`config.mk`:
```
export PLATFORM = sky130hd
export DESIGN_NAME = logic_transition_capture_top
export DESIGN_NICKNAME = d
export VERILOG_FILES = /design/src/rtl/core/ltc_pkg.sv /design/src/rtl/core/ltc_cfg.sv /design/src/rtl/core/logic_transition_capture_top.sv
export SDC_FILE = /design/constraint.sdc
export NUM_CORES = 2
export LEC_CHECK = 0
export BUFFER_PORTS_ARGS = -buffer_cell sky130_fd_sc_hd__buf_4
export CAP_MARGIN = 20
export CORE_MARGIN = 5
export CORE_UTILIZATION = 53
export CTS_BUF_LIST = sky130_fd_sc_hd__clkbuf_4 sky130_fd_sc_hd__clkbuf_8
export DETAILED_ROUTE_END_ITERATION = 12
export PLACE_DENSITY = 0.7
export SYNTH_ARGS = -nofsm -noshare
export SYNTH_HDL_FRONTEND = slang
export SYNTH_SLANG_ARGS = --single-unit
```
`constraint.sdc`:
```
create_clock -name aclk -period 13.2 [get_ports aclk]
set_input_delay 0.66 -clock aclk [delete_from_list [all_inputs] [get_ports aclk]]
set_output_delay 0.66 -clock aclk [all_outputs]
set_load 0.005 [all_outputs]
```
`src/rtl/core/ltc_pkg.sv`:
```
// Shared types and constants for the logic transition capture block.
// No dependencies; imported by ltc_cfg and logic_transition_capture_top.
`default_nettype none

package ltc_pkg;

    localparam int LTC_CHANNELS       = 8;
    localparam int LTC_MAX_CHANNELS   = 8;
    localparam int LTC_PIN_W          = 6;
    localparam int LTC_TICK_W         = 42;
    localparam int LTC_CFG_IDX_W      = 3;
    localparam int LTC_CFG_DATA_W     = 48;

    localparam logic [31:0] LTC_DEF_TIMEOUT_US = 32'd200000;
    localparam logic [31:0] LTC_DEF_CAP_US     = 32'd50000;
    localparam logic [9:0]  LTC_DEF_CPM        = 10'd240;
    localparam logic [15:0] LTC_DEF_MAX_SAMPLES = 16'd4096;

    // register indexes on the configuration port
    localparam logic [LTC_CFG_IDX_W-1:0] CFG_CHANNEL_COUNT = 3'd0;
    localparam logic [LTC_CFG_IDX_W-1:0] CFG_CHANNEL_PINS  = 3'd1;
    localparam logic [LTC_CFG_IDX_W-1:0] CFG_CYCLES_PER_US = 3'd2;
    localparam logic [LTC_CFG_IDX_W-1:0] CFG_TRIG_TIMEOUT  = 3'd3;
    localparam logic [LTC_CFG_IDX_W-1:0] CFG_HARD_CAP      = 3'd4;
    localparam logic [LTC_CFG_IDX_W-1:0] CFG_IDLE_US       = 3'd5;
    localparam logic [LTC_CFG_IDX_W-1:0] CFG_MAX_SAMPLES   = 3'd6;

    typedef enum logic {
        OP_START = 1'b0,
        OP_TICK  = 1'b1
    } ltc_op_t;

    typedef enum logic [1:0] {
        KIND_SAMPLE  = 2'd0,
        KIND_DONE    = 2'd1,
        KIND_TIMEOUT = 2'd2,
        KIND_INVALID = 2'd3
    } ltc_kind_t;

    typedef enum logic [1:0] {
        PH_IDLE  = 2'd0,
        PH_WAIT  = 2'd1,
        PH_BURST = 2'd2
    } ltc_phase_t;

    // configuration as seen by the capture datapath, limits already in ticks
    typedef struct packed {
        logic [3:0]            channel_count;
        logic [47:0]           channel_pins;
        logic [9:0]            cpm;
        logic [LTC_TICK_W-1:0] timeout_ticks;
        logic [LTC_TICK_W-1:0] cap_ticks;
        logic                  idle_en;
        logic [LTC_TICK_W-1:0] idle_ticks;
        logic [15:0]           max_samples;
    } ltc_cfg_t;

endpackage

`default_nettype wire

```
`src/rtl/core/ltc_cfg.sv`:
```
// Configuration register file and tick-limit products for the capture block.
// Depends on ltc_pkg.
`default_nettype none

module ltc_cfg
    import ltc_pkg::*;
(
    input  wire logic                      aclk,
    input  wire logic                      aresetn,
    input  wire logic                      wr_en,
    input  wire logic [LTC_CFG_IDX_W-1:0]  wr_index,
    input  wire logic [LTC_CFG_DATA_W-1:0] wr_data,
    output ltc_cfg_t                       cfg
);

    logic [3:0]            channel_count_reg;
    logic [47:0]           channel_pins_reg;
    logic [9:0]            cycles_per_us_reg;
    logic [31:0]           timeout_us_reg;
    logic [31:0]           hard_cap_us_reg;
    logic [31:0]           idle_us_reg;
    logic [15:0]           max_samples_reg;

    logic [LTC_TICK_W-1:0] timeout_ticks_reg;
    logic [LTC_TICK_W-1:0] cap_ticks_reg;
    logic [LTC_TICK_W-1:0] idle_ticks_reg;

    logic [9:0]            cpm;
    logic [31:0]           timeout_eff;
    logic [31:0]           cap_eff;

    always_ff @(posedge aclk) begin
        if (!aresetn) begin
            channel_count_reg <= 4'd1;
            channel_pins_reg  <= '0;
            cycles_per_us_reg <= LTC_DEF_CPM;
            timeout_us_reg    <= '0;
            hard_cap_us_reg   <= '0;
            idle_us_reg       <= '0;
            max_samples_reg   <= LTC_DEF_MAX_SAMPLES;
        end else if (wr_en) begin
            case (wr_index)
                CFG_CHANNEL_COUNT: channel_count_reg <= wr_data[3:0];
                CFG_CHANNEL_PINS:  channel_pins_reg  <= wr_data[47:0];
                CFG_CYCLES_PER_US: cycles_per_us_reg <= wr_data[9:0];
                CFG_TRIG_TIMEOUT:  timeout_us_reg    <= wr_data[31:0];
                CFG_HARD_CAP:      hard_cap_us_reg   <= wr_data[31:0];
                CFG_IDLE_US:       idle_us_reg       <= wr_data[31:0];
                CFG_MAX_SAMPLES:   max_samples_reg   <= wr_data[15:0];
                default: ;
            endcase
        end
    end

    assign cpm         = (cycles_per_us_reg == '0) ? 10'd1 : cycles_per_us_reg;
    assign timeout_eff = (timeout_us_reg == '0) ? LTC_DEF_TIMEOUT_US : timeout_us_reg;
    assign cap_eff     = (hard_cap_us_reg == '0) ? LTC_DEF_CAP_US : hard_cap_us_reg;

    // 32x10 products, exact in 42 bits; refreshed every cycle. Config must only change
    // while no transaction is in flight; the block itself does not enforce this
    always_ff @(posedge aclk) begin
        timeout_ticks_reg <= LTC_TICK_W'(timeout_eff) * LTC_TICK_W'(cpm);
        cap_ticks_reg     <= LTC_TICK_W'(cap_eff) * LTC_TICK_W'(cpm);
        idle_ticks_reg    <= LTC_TICK_W'(idle_us_reg) * LTC_TICK_W'(cpm);
    end

    always_comb begin
        cfg.channel_count = channel_count_reg;
        cfg.channel_pins  = channel_pins_reg;
        cfg.cpm           = cpm;
        cfg.timeout_ticks = timeout_ticks_reg;
        cfg.cap_ticks     = cap_ticks_reg;
        cfg.idle_en       = (idle_us_reg != '0);
        cfg.idle_ticks    = idle_ticks_reg;
        cfg.max_samples   = max_samples_reg;
    end

endmodule

`default_nettype wire

```
`src/rtl/core/logic_transition_capture_top.sv`:
```
// Logic transition capture: input register, then one pass of compare/count logic
// into the result register; both registers hold while the output is stalled.
// Throughput: one transaction per cycle while m_ready keeps the output moving; the
// per-tick state update is combinational, and the result register decouples the output side.
// Reset (aresetn low, synchronous) returns the phase to idle, clears counters and
// restores the configuration defaults.
// Depends on ltc_pkg and ltc_cfg.
`default_nettype none

module logic_transition_capture_top
    import ltc_pkg::*;
#(
    parameter int CHANNELS = LTC_CHANNELS
) (
    input  wire logic                      aclk,
    input  wire logic                      aresetn,

    input  wire logic                      cfg_valid,
    output logic                           cfg_ready,
    input  wire logic [LTC_CFG_IDX_W-1:0]  cfg_index,
    input  wire logic [LTC_CFG_DATA_W-1:0] cfg_data,

    input  wire logic                      s_valid,
    output logic                           s_ready,
    input  wire logic                      s_op,
    input  wire logic [31:0]               s_pins_low,
    input  wire logic [31:0]               s_pins_high,

    output logic                           m_valid,
    input  wire logic                      m_ready,
    output logic [1:0]                     m_kind,
    output logic [31:0]                    m_time_us,
    output logic [7:0]                     m_levels,
    output logic [15:0]                    m_count,
    output logic                           m_last
);

    localparam logic [LTC_TICK_W-1:0] TICK_MAX = '1;

    ltc_cfg_t cfg;

    // input stage
    logic        in_valid_reg;
    ltc_op_t     op_reg;
    logic [31:0] lo_reg;
    logic [31:0] hi_reg;

    // capture state
    ltc_phase_t            phase_reg, phase_next;
    logic [7:0]            prev_reg, prev_next;
    logic [LTC_TICK_W-1:0] tstart_reg, tstart_next;
    logic [LTC_TICK_W-1:0] tchange_reg, tchange_next;
    logic [9:0]            presc_reg, presc_next;
    logic [31:0]           us_reg, us_next;
    logic [15:0]           cnt_reg, cnt_next;

    // result stage
    logic        out_valid_reg;
    ltc_kind_t   kind_reg, kind_next;
    logic [31:0] time_reg, time_next;
    logic [7:0]  levels_reg, levels_next;
    logic [15:0] count_reg, count_next;
    logic        last_reg, last_next;
    logic        emit;

    logic                  advance;
    logic                  proc;
    logic [7:0]            lv;
    logic                  changed;
    logic                  start_ok;
    logic                  trig_last;
    logic [LTC_TICK_W-1:0] tstart_inc;
    logic [LTC_TICK_W-1:0] tchange_inc;
    logic                  timeout_hit;
    logic                  end_hit;
    logic                  us_wrap;
    logic [15:0]           cnt_inc;
    logic                  burst_last;

    ltc_cfg u_cfg (
        .aclk     (aclk),
        .aresetn  (aresetn),
        .wr_en    (cfg_valid & cfg_ready),
        .wr_index (cfg_index),
        .wr_data  (cfg_data),
        .cfg      (cfg)
    );

    assign cfg_ready = 1'b1;

    assign advance = !out_valid_reg || m_ready;
    assign proc    = in_valid_reg && advance;
    assign s_ready = !in_valid_reg || advance;

    always_ff @(posedge aclk) begin
        if (!aresetn) begin
            in_valid_reg <= 1'b0;
        end else if (s_ready) begin
            in_valid_reg <= s_valid;
        end
    end

    always_ff @(posedge aclk) begin
        if (s_valid && s_ready) begin
            op_reg <= ltc_op_t'(s_op);
            lo_reg <= s_pins_low;
            hi_reg <= s_pins_high;
        end
    end

    // channel gather: each channel picks one of 64 pins, unused channels read 0
    always_comb begin
        logic [5:0] pin;
        lv = '0;
        for (int i = 0; i < CHANNELS; i++) begin
            pin = cfg.channel_pins[LTC_PIN_W*i +: LTC_PIN_W];
            if (4'(i) < cfg.channel_count) begin
                lv[i] = pin[5] ? hi_reg[pin[4:0]] : lo_reg[pin[4:0]];
            end
        end
    end

    assign changed     = (lv != prev_reg);
    assign start_ok    = (cfg.channel_count != '0) && (cfg.channel_count <= 4'(CHANNELS)) &&
                         (cfg.max_samples != '0);
    assign trig_last   = (cfg.max_samples <= 16'd1);
    assign tstart_inc  = (tstart_reg == TICK_MAX) ? tstart_reg :
                         tstart_reg + LTC_TICK_W'(1);
    assign tchange_inc = (tchange_reg == TICK_MAX) ? tchange_reg :
                         tchange_reg + LTC_TICK_W'(1);
    assign timeout_hit = (tstart_inc > cfg.timeout_ticks);
    assign end_hit     = (cfg.idle_en && (tchange_inc > cfg.idle_ticks)) ||
                         (tstart_inc > cfg.cap_ticks);
    assign us_wrap     = ({1'b0, presc_reg} + 11'd1) >= {1'b0, cfg.cpm};
    assign cnt_inc     = (cnt_reg == 16'hFFFF) ? cnt_reg : cnt_reg + 16'd1;
    assign burst_last  = (cnt_inc >= cfg.max_samples);

    // next phase
    always_comb begin
        phase_next = phase_reg;
        if (proc) begin
            if (op_reg == OP_START) begin
                phase_next = start_ok ? PH_WAIT : PH_IDLE;
            end else begin
                case (phase_reg)
                    PH_WAIT: begin
                        if (changed) begin
                            phase_next = trig_last ? PH_IDLE : PH_BURST;
                        end else if (timeout_hit) begin
                            phase_next = PH_IDLE;
                        end
                    end
                    PH_BURST: begin
                        if (changed) begin
                            if (burst_last) phase_next = PH_IDLE;
                        end else if (end_hit) begin
                            phase_next = PH_IDLE;
                        end
                    end
                    default: ;
                endcase
            end
        end
    end

    // counters and result
    always_comb begin
        prev_next    = prev_reg;
        tstart_next  = tstart_reg;
        tchange_next = tchange_reg;
        presc_next   = presc_reg;
        us_next      = us_reg;
        cnt_next     = cnt_reg;
        emit         = 1'b0;
        kind_next    = KIND_SAMPLE;
        time_next    = '0;
        levels_next  = '0;
        count_next   = '0;
        last_next    = 1'b0;
        if (proc) begin
            if (op_reg == OP_START) begin
                if (!start_ok) begin
                    emit      = 1'b1;
                    kind_next = KIND_INVALID;
                    last_next = 1'b1;
                end else begin
                    prev_next    = lv;
                    tstart_next  = '0;
                    tchange_next = '0;
                    presc_next   = '0;
                    us_next      = '0;
                    cnt_next     = '0;
                end
            end else begin
                case (phase_reg)
                    PH_WAIT: begin
                        if (changed) begin
                            // trigger tick is the sample at time zero
                            prev_next    = lv;
                            tstart_next  = '0;
                            tchange_next = '0;
                            presc_next   = '0;
                            us_next      = '0;
                            cnt_next     = 16'd1;
                            emit         = 1'b1;
                            levels_next  = lv;
                            count_next   = 16'd1;
                            last_next    = trig_last;
                        end else begin
                            tstart_next = tstart_inc;
                            if (timeout_hit) begin
                                emit      = 1'b1;
                                kind_next = KIND_TIMEOUT;
                                last_next = 1'b1;
                            end
                        end
                    end
                    PH_BURST: begin
                        tstart_next  = tstart_inc;
                        tchange_next = tchange_inc;
                        if (us_wrap) begin
                            presc_next = '0;
                            if (us_reg != 32'hFFFF_FFFF) us_next = us_reg + 32'd1;
                        end else begin
                            presc_next = presc_reg + 10'd1;
                        end
                        if (changed) begin
                            prev_next    = lv;
                            tchange_next = '0;
                            cnt_next     = cnt_inc;
                            emit         = 1'b1;
                            time_next    = us_next;
                            levels_next  = lv;
                            count_next   = cnt_inc;
                            last_next    = burst_last;
                        end else if (end_hit) begin
                            emit       = 1'b1;
                            kind_next  = KIND_DONE;
                            count_next = cnt_reg;
                            last_next  = 1'b1;
                        end
                    end
                    default: ;
                endcase
            end
        end
    end

    always_ff @(posedge aclk) begin
        if (!aresetn) begin
            phase_reg   <= PH_IDLE;
            prev_reg    <= '0;
            tstart_reg  <= '0;
            tchange_reg <= '0;
            presc_reg   <= '0;
            us_reg      <= '0;
            cnt_reg     <= '0;
        end else begin
            phase_reg   <= phase_next;
            prev_reg    <= prev_next;
            tstart_reg  <= tstart_next;
            tchange_reg <= tchange_next;
            presc_reg   <= presc_next;
            us_reg      <= us_next;
            cnt_reg     <= cnt_next;
        end
    end

    always_ff @(posedge aclk) begin
        if (!aresetn) begin
            out_valid_reg <= 1'b0;
        end else if (advance) begin
            out_valid_reg <= emit;
        end
    end

    always_ff @(posedge aclk) begin
        if (emit) begin
            kind_reg   <= kind_next;
            time_reg   <= time_next;
            levels_reg <= levels_next;
            count_reg  <= count_next;
            last_reg   <= last_next;
        end
    end

    assign m_valid   = out_valid_reg;
    assign m_kind    = kind_reg;
    assign m_time_us = time_reg;
    assign m_levels  = levels_reg;
    assign m_count   = count_reg;
    assign m_last    = last_reg;

    // every non-sample result closes the capture
    a_nonsample_last: assert property (@(posedge aclk) disable iff (!aresetn)
        (m_valid && (m_kind != KIND_SAMPLE)) |-> m_last)
        else $error("non-sample result without last");

    // a transaction that ends the capture leaves the block idle
    a_last_idles: assert property (@(posedge aclk) disable iff (!aresetn)
        (emit && last_next) |=> (phase_reg == PH_IDLE))
        else $error("capture still running after last result");

    // the trigger sample is always counted before the burst runs
    a_burst_count: assert property (@(posedge aclk) disable iff (!aresetn)
        (phase_reg == PH_BURST) |-> (cnt_reg != '0))
        else $error("burst with zero sample count");

    // timeout and invalid results carry no count
    a_fail_count: assert property (@(posedge aclk) disable iff (!aresetn)
        (m_valid && ((m_kind == KIND_TIMEOUT) || (m_kind == KIND_INVALID)))
            |-> (m_count == '0))
        else $error("failure result with nonzero count");

endmodule

`default_nettype wire
```
==> results.md <==
* Fmax at 128.5 MHz
* PortBufs at 181
* Sequential share of the synthesized area at 21.44%
* Post-CTS Setup Bufs at 0
* FFs w/ async S/R, synth at 0%
* Resize count post-CTS at 0
* Die footprint at 119500 µm²
* Residual DRC at 0
* Drt wl/cell at 20.46 µm
* Static Leak at 30.15 nW
* Max-Cap Viols at 0
* Global-route wire length before repair at 268900 µm
* CTS tree: built
* Layout cell share with drive strength beyond 1 at 9.413%
* Grt ovf at 0
* RSZ-0062 raised after global routing: no
* Placement Rows at 123
* Netlist cell types at 84
* Crit share post-route at 58.94%
* Min-Delay Startpoint: s_valid
* Crit path time final at 7.780 ns
* Slew Viols, Final at 0
* Half-perimeter wire length after placement at 124600 µm
* Critical R2R Launch: u_cfg.cycles_per_us_reg[7]
* Worst-path clk slew at 0.07 ns
* CP Max Fanout at 52
* Clk root buf: clkbuf_8
* Synthesized Nets at 7824
* Maximum clock path buffer count at 3
* ANT nets after route at 0
* Filler cells at 9781
* EDFF count, synth at 124
* Routability cong. at 0.9118
* Clk_lat worst skew at 0.84 ns
* Clock Skew at 0.06438 ns
* WL met1 at 69070 µm
* CP required at 13.90 ns
* Area delta synth->final at 8.871%
* Critical path startpoint category: flip-flop
* Post-Place Cell Area at 61860 µm²
* 1st-pass router iterations at 8
* Syn avg cell area at 9.054 µm²
* YS warnings at 0
* Total number of vias at 47540
* Hold Buf Count CTS at 65
* Starting Density at 53.26%
* Cell area after layout at 65050 µm²
* Die width at 345.8 µm
* Htree depth at 3
* Crit. Startpoint: u_cfg.cycles_per_us_reg[7]
* Fin. Hold Viols at 0
* Top_reg_cell synth: dfxtp_1
* Clk sinks at 578
* Max-slew headroom at 21.80%
* Top sig layer: met5
* Met2 wire len at 78380 µm
* CORE AREA at 112200 µm²
* Status: completed
* TNS Setup at 0 ns
* Die height at 345.8 µm
* CP arrival at 8.48 ns
* Hold Path Class: input port to flip-flop
* Total GRT Usage at 27.90%
* PD cells at 85.16 nW/µm²
* Drt first-iter violations at 3944
* Worst-margin pin slew at 1.144 ns
* Largest net degree at the start of global routing at 117
* Post-Synthesis Cells at 6599
* Mapped Area at 59750 µm²
* I/O Pins at 183
* Vias per cell at 5.800
* Metal3 WL at 14010 µm
* Worst hold margin at 0.06547 ns
* Commonest non-fill, non-tap cell in the layout: nand2_1
* Initial antenna violation count at 5
* Peak supply drop at 0.09974 mV
* Total wire length at 167700 µm
* TritonCTS Buffers at 101
* CP Class: flip-flop to flip-flop
* Synthesis-stage register bit count at 578
* CP Capture Type: flip-flop
* Count of final setup violators at 0
* Max reg flops at 48
* Vias in the first global route at 48780
* NumNets Final at 7834
* Most frequent cells in the layout: 941 x nand2_1, 851 x inv_1, 714 x fa_1
[worst paths after layout]
check | endpoint | slack (ns) | cells after the start
max | u_cfg.idle_ticks_reg[41] | 5.42 | 22
min | in_valid_reg | 0.07 | 3
max reg2reg | u_cfg.idle_ticks_reg[41] | 5.42 | 22
min reg2reg | u_cfg.channel_pins_reg[47] | 0.47 | 2
[routing by layer]
layer  vias to the layer above  track usage [%]
li1                      21690                -
met1                     23540            36.94
met2                      1949            45.53
met3                       357            6.224
met4                         4            9.714
met5                         -                0
[critical path, cell delays in order (launching register included)]
cell and delay [ns]:
dfxtp_2 0.97, buf_4 0.66, nand2_1 0.17, fa_1 0.52
fa_1 0.50, inv_1 0.06, fa_1 0.39, fa_1 0.54
inv_1 0.05, fa_1 0.48, inv_1 0.04, ha_1 0.34
a21o_1 0.20, a21oi_1 0.14, o21bai_1 0.09, a2111oi_0 0.61
a2111oi_0 0.21, buf_4 0.19, a31oi_1 0.24, o41ai_1 0.15
a211oi_1 0.49, o31ai_1 0.22, o311ai_0 0.36
[kinds of logic after synthesis]
kind of cell,synth area share [%]
buffers and inverters,7.924
adders and majority gates,32.09
xor gates and xnor gates,3.474
AOI/OAI and AO/OA,10.52
and+or+nand+nor,18.48
DFF,21.44
muxes,6.058
other,0.006276
[power breakdown]
| part | internal [mW] | total (mW) | leakage (nW) | switching (mW) |
|---|---|---|---|---|
| Clock | 1.11 | 1.95 | 1.22 | 0.847 |
| Combinational | 0.638 | 1.58 | 24.0 | 0.937 |
| Sequential | 1.91 | 2.01 | 4.95 | 0.0999 |
| Total | 3.66 | 5.54 | 30.1 | 1.88 |
[synth_stat cells, drive strengths merged (24+ instances only)]
cell	number	area [µm²]
a211oi	29	217.7
a21o	127	953.4
a21oi	385	1931
a22oi	40	300.3
a31oi	42	262.8
and2	537	3359
and3	53	331.6
buf	63	320.3
clkbuf	323	1212
dfxtp	454	9089
edfxtp	124	3724
fa	714	14290
ha	390	4880
inv	852	3198
mux2i	59	590.6
mux4	126	2838
nand2	941	3532
nand2b	45	281.5
nand3	115	575.6
nand4	67	419.2
nor2	240	900.9
nor2b	39	244.0
nor3	74	391.6
nor4	45	296.5
o21a	24	180.2
o21ai	128	651.9
or2	25	156.4
or3	29	181.4
xnor2	167	1463
xor2	70	613.1
[final cells by class]
class	instances	area, µm²	area share [%]
Multi-Input combinational cell	4782	42270	64.99
Timing Repair Buffer	293	2480	3.812
Inverter	853	3209	4.934
Sequential cell	578	12830	19.73
Clock buffer	137	1742	2.677
Antenna cell	3	7.507	0.01154
Tap cell	1500	1877	2.885
Clock inverter	50	629.4	0.9675
[stage by stage]
step                      power (mW)  std cells  utilization [%]  setup WS, ns
final                          5.539       8196            57.98         5.420
after global routing           5.865       8196            57.98         4.956
after CTS                      5.561       8185            57.83         5.485
after detailed placement       3.579       7933            55.14         5.516
after global placement         3.537       7932            55.12         5.639
after floorplan                3.123       6599                -         5.230
(Power assumes the default switching activity.)
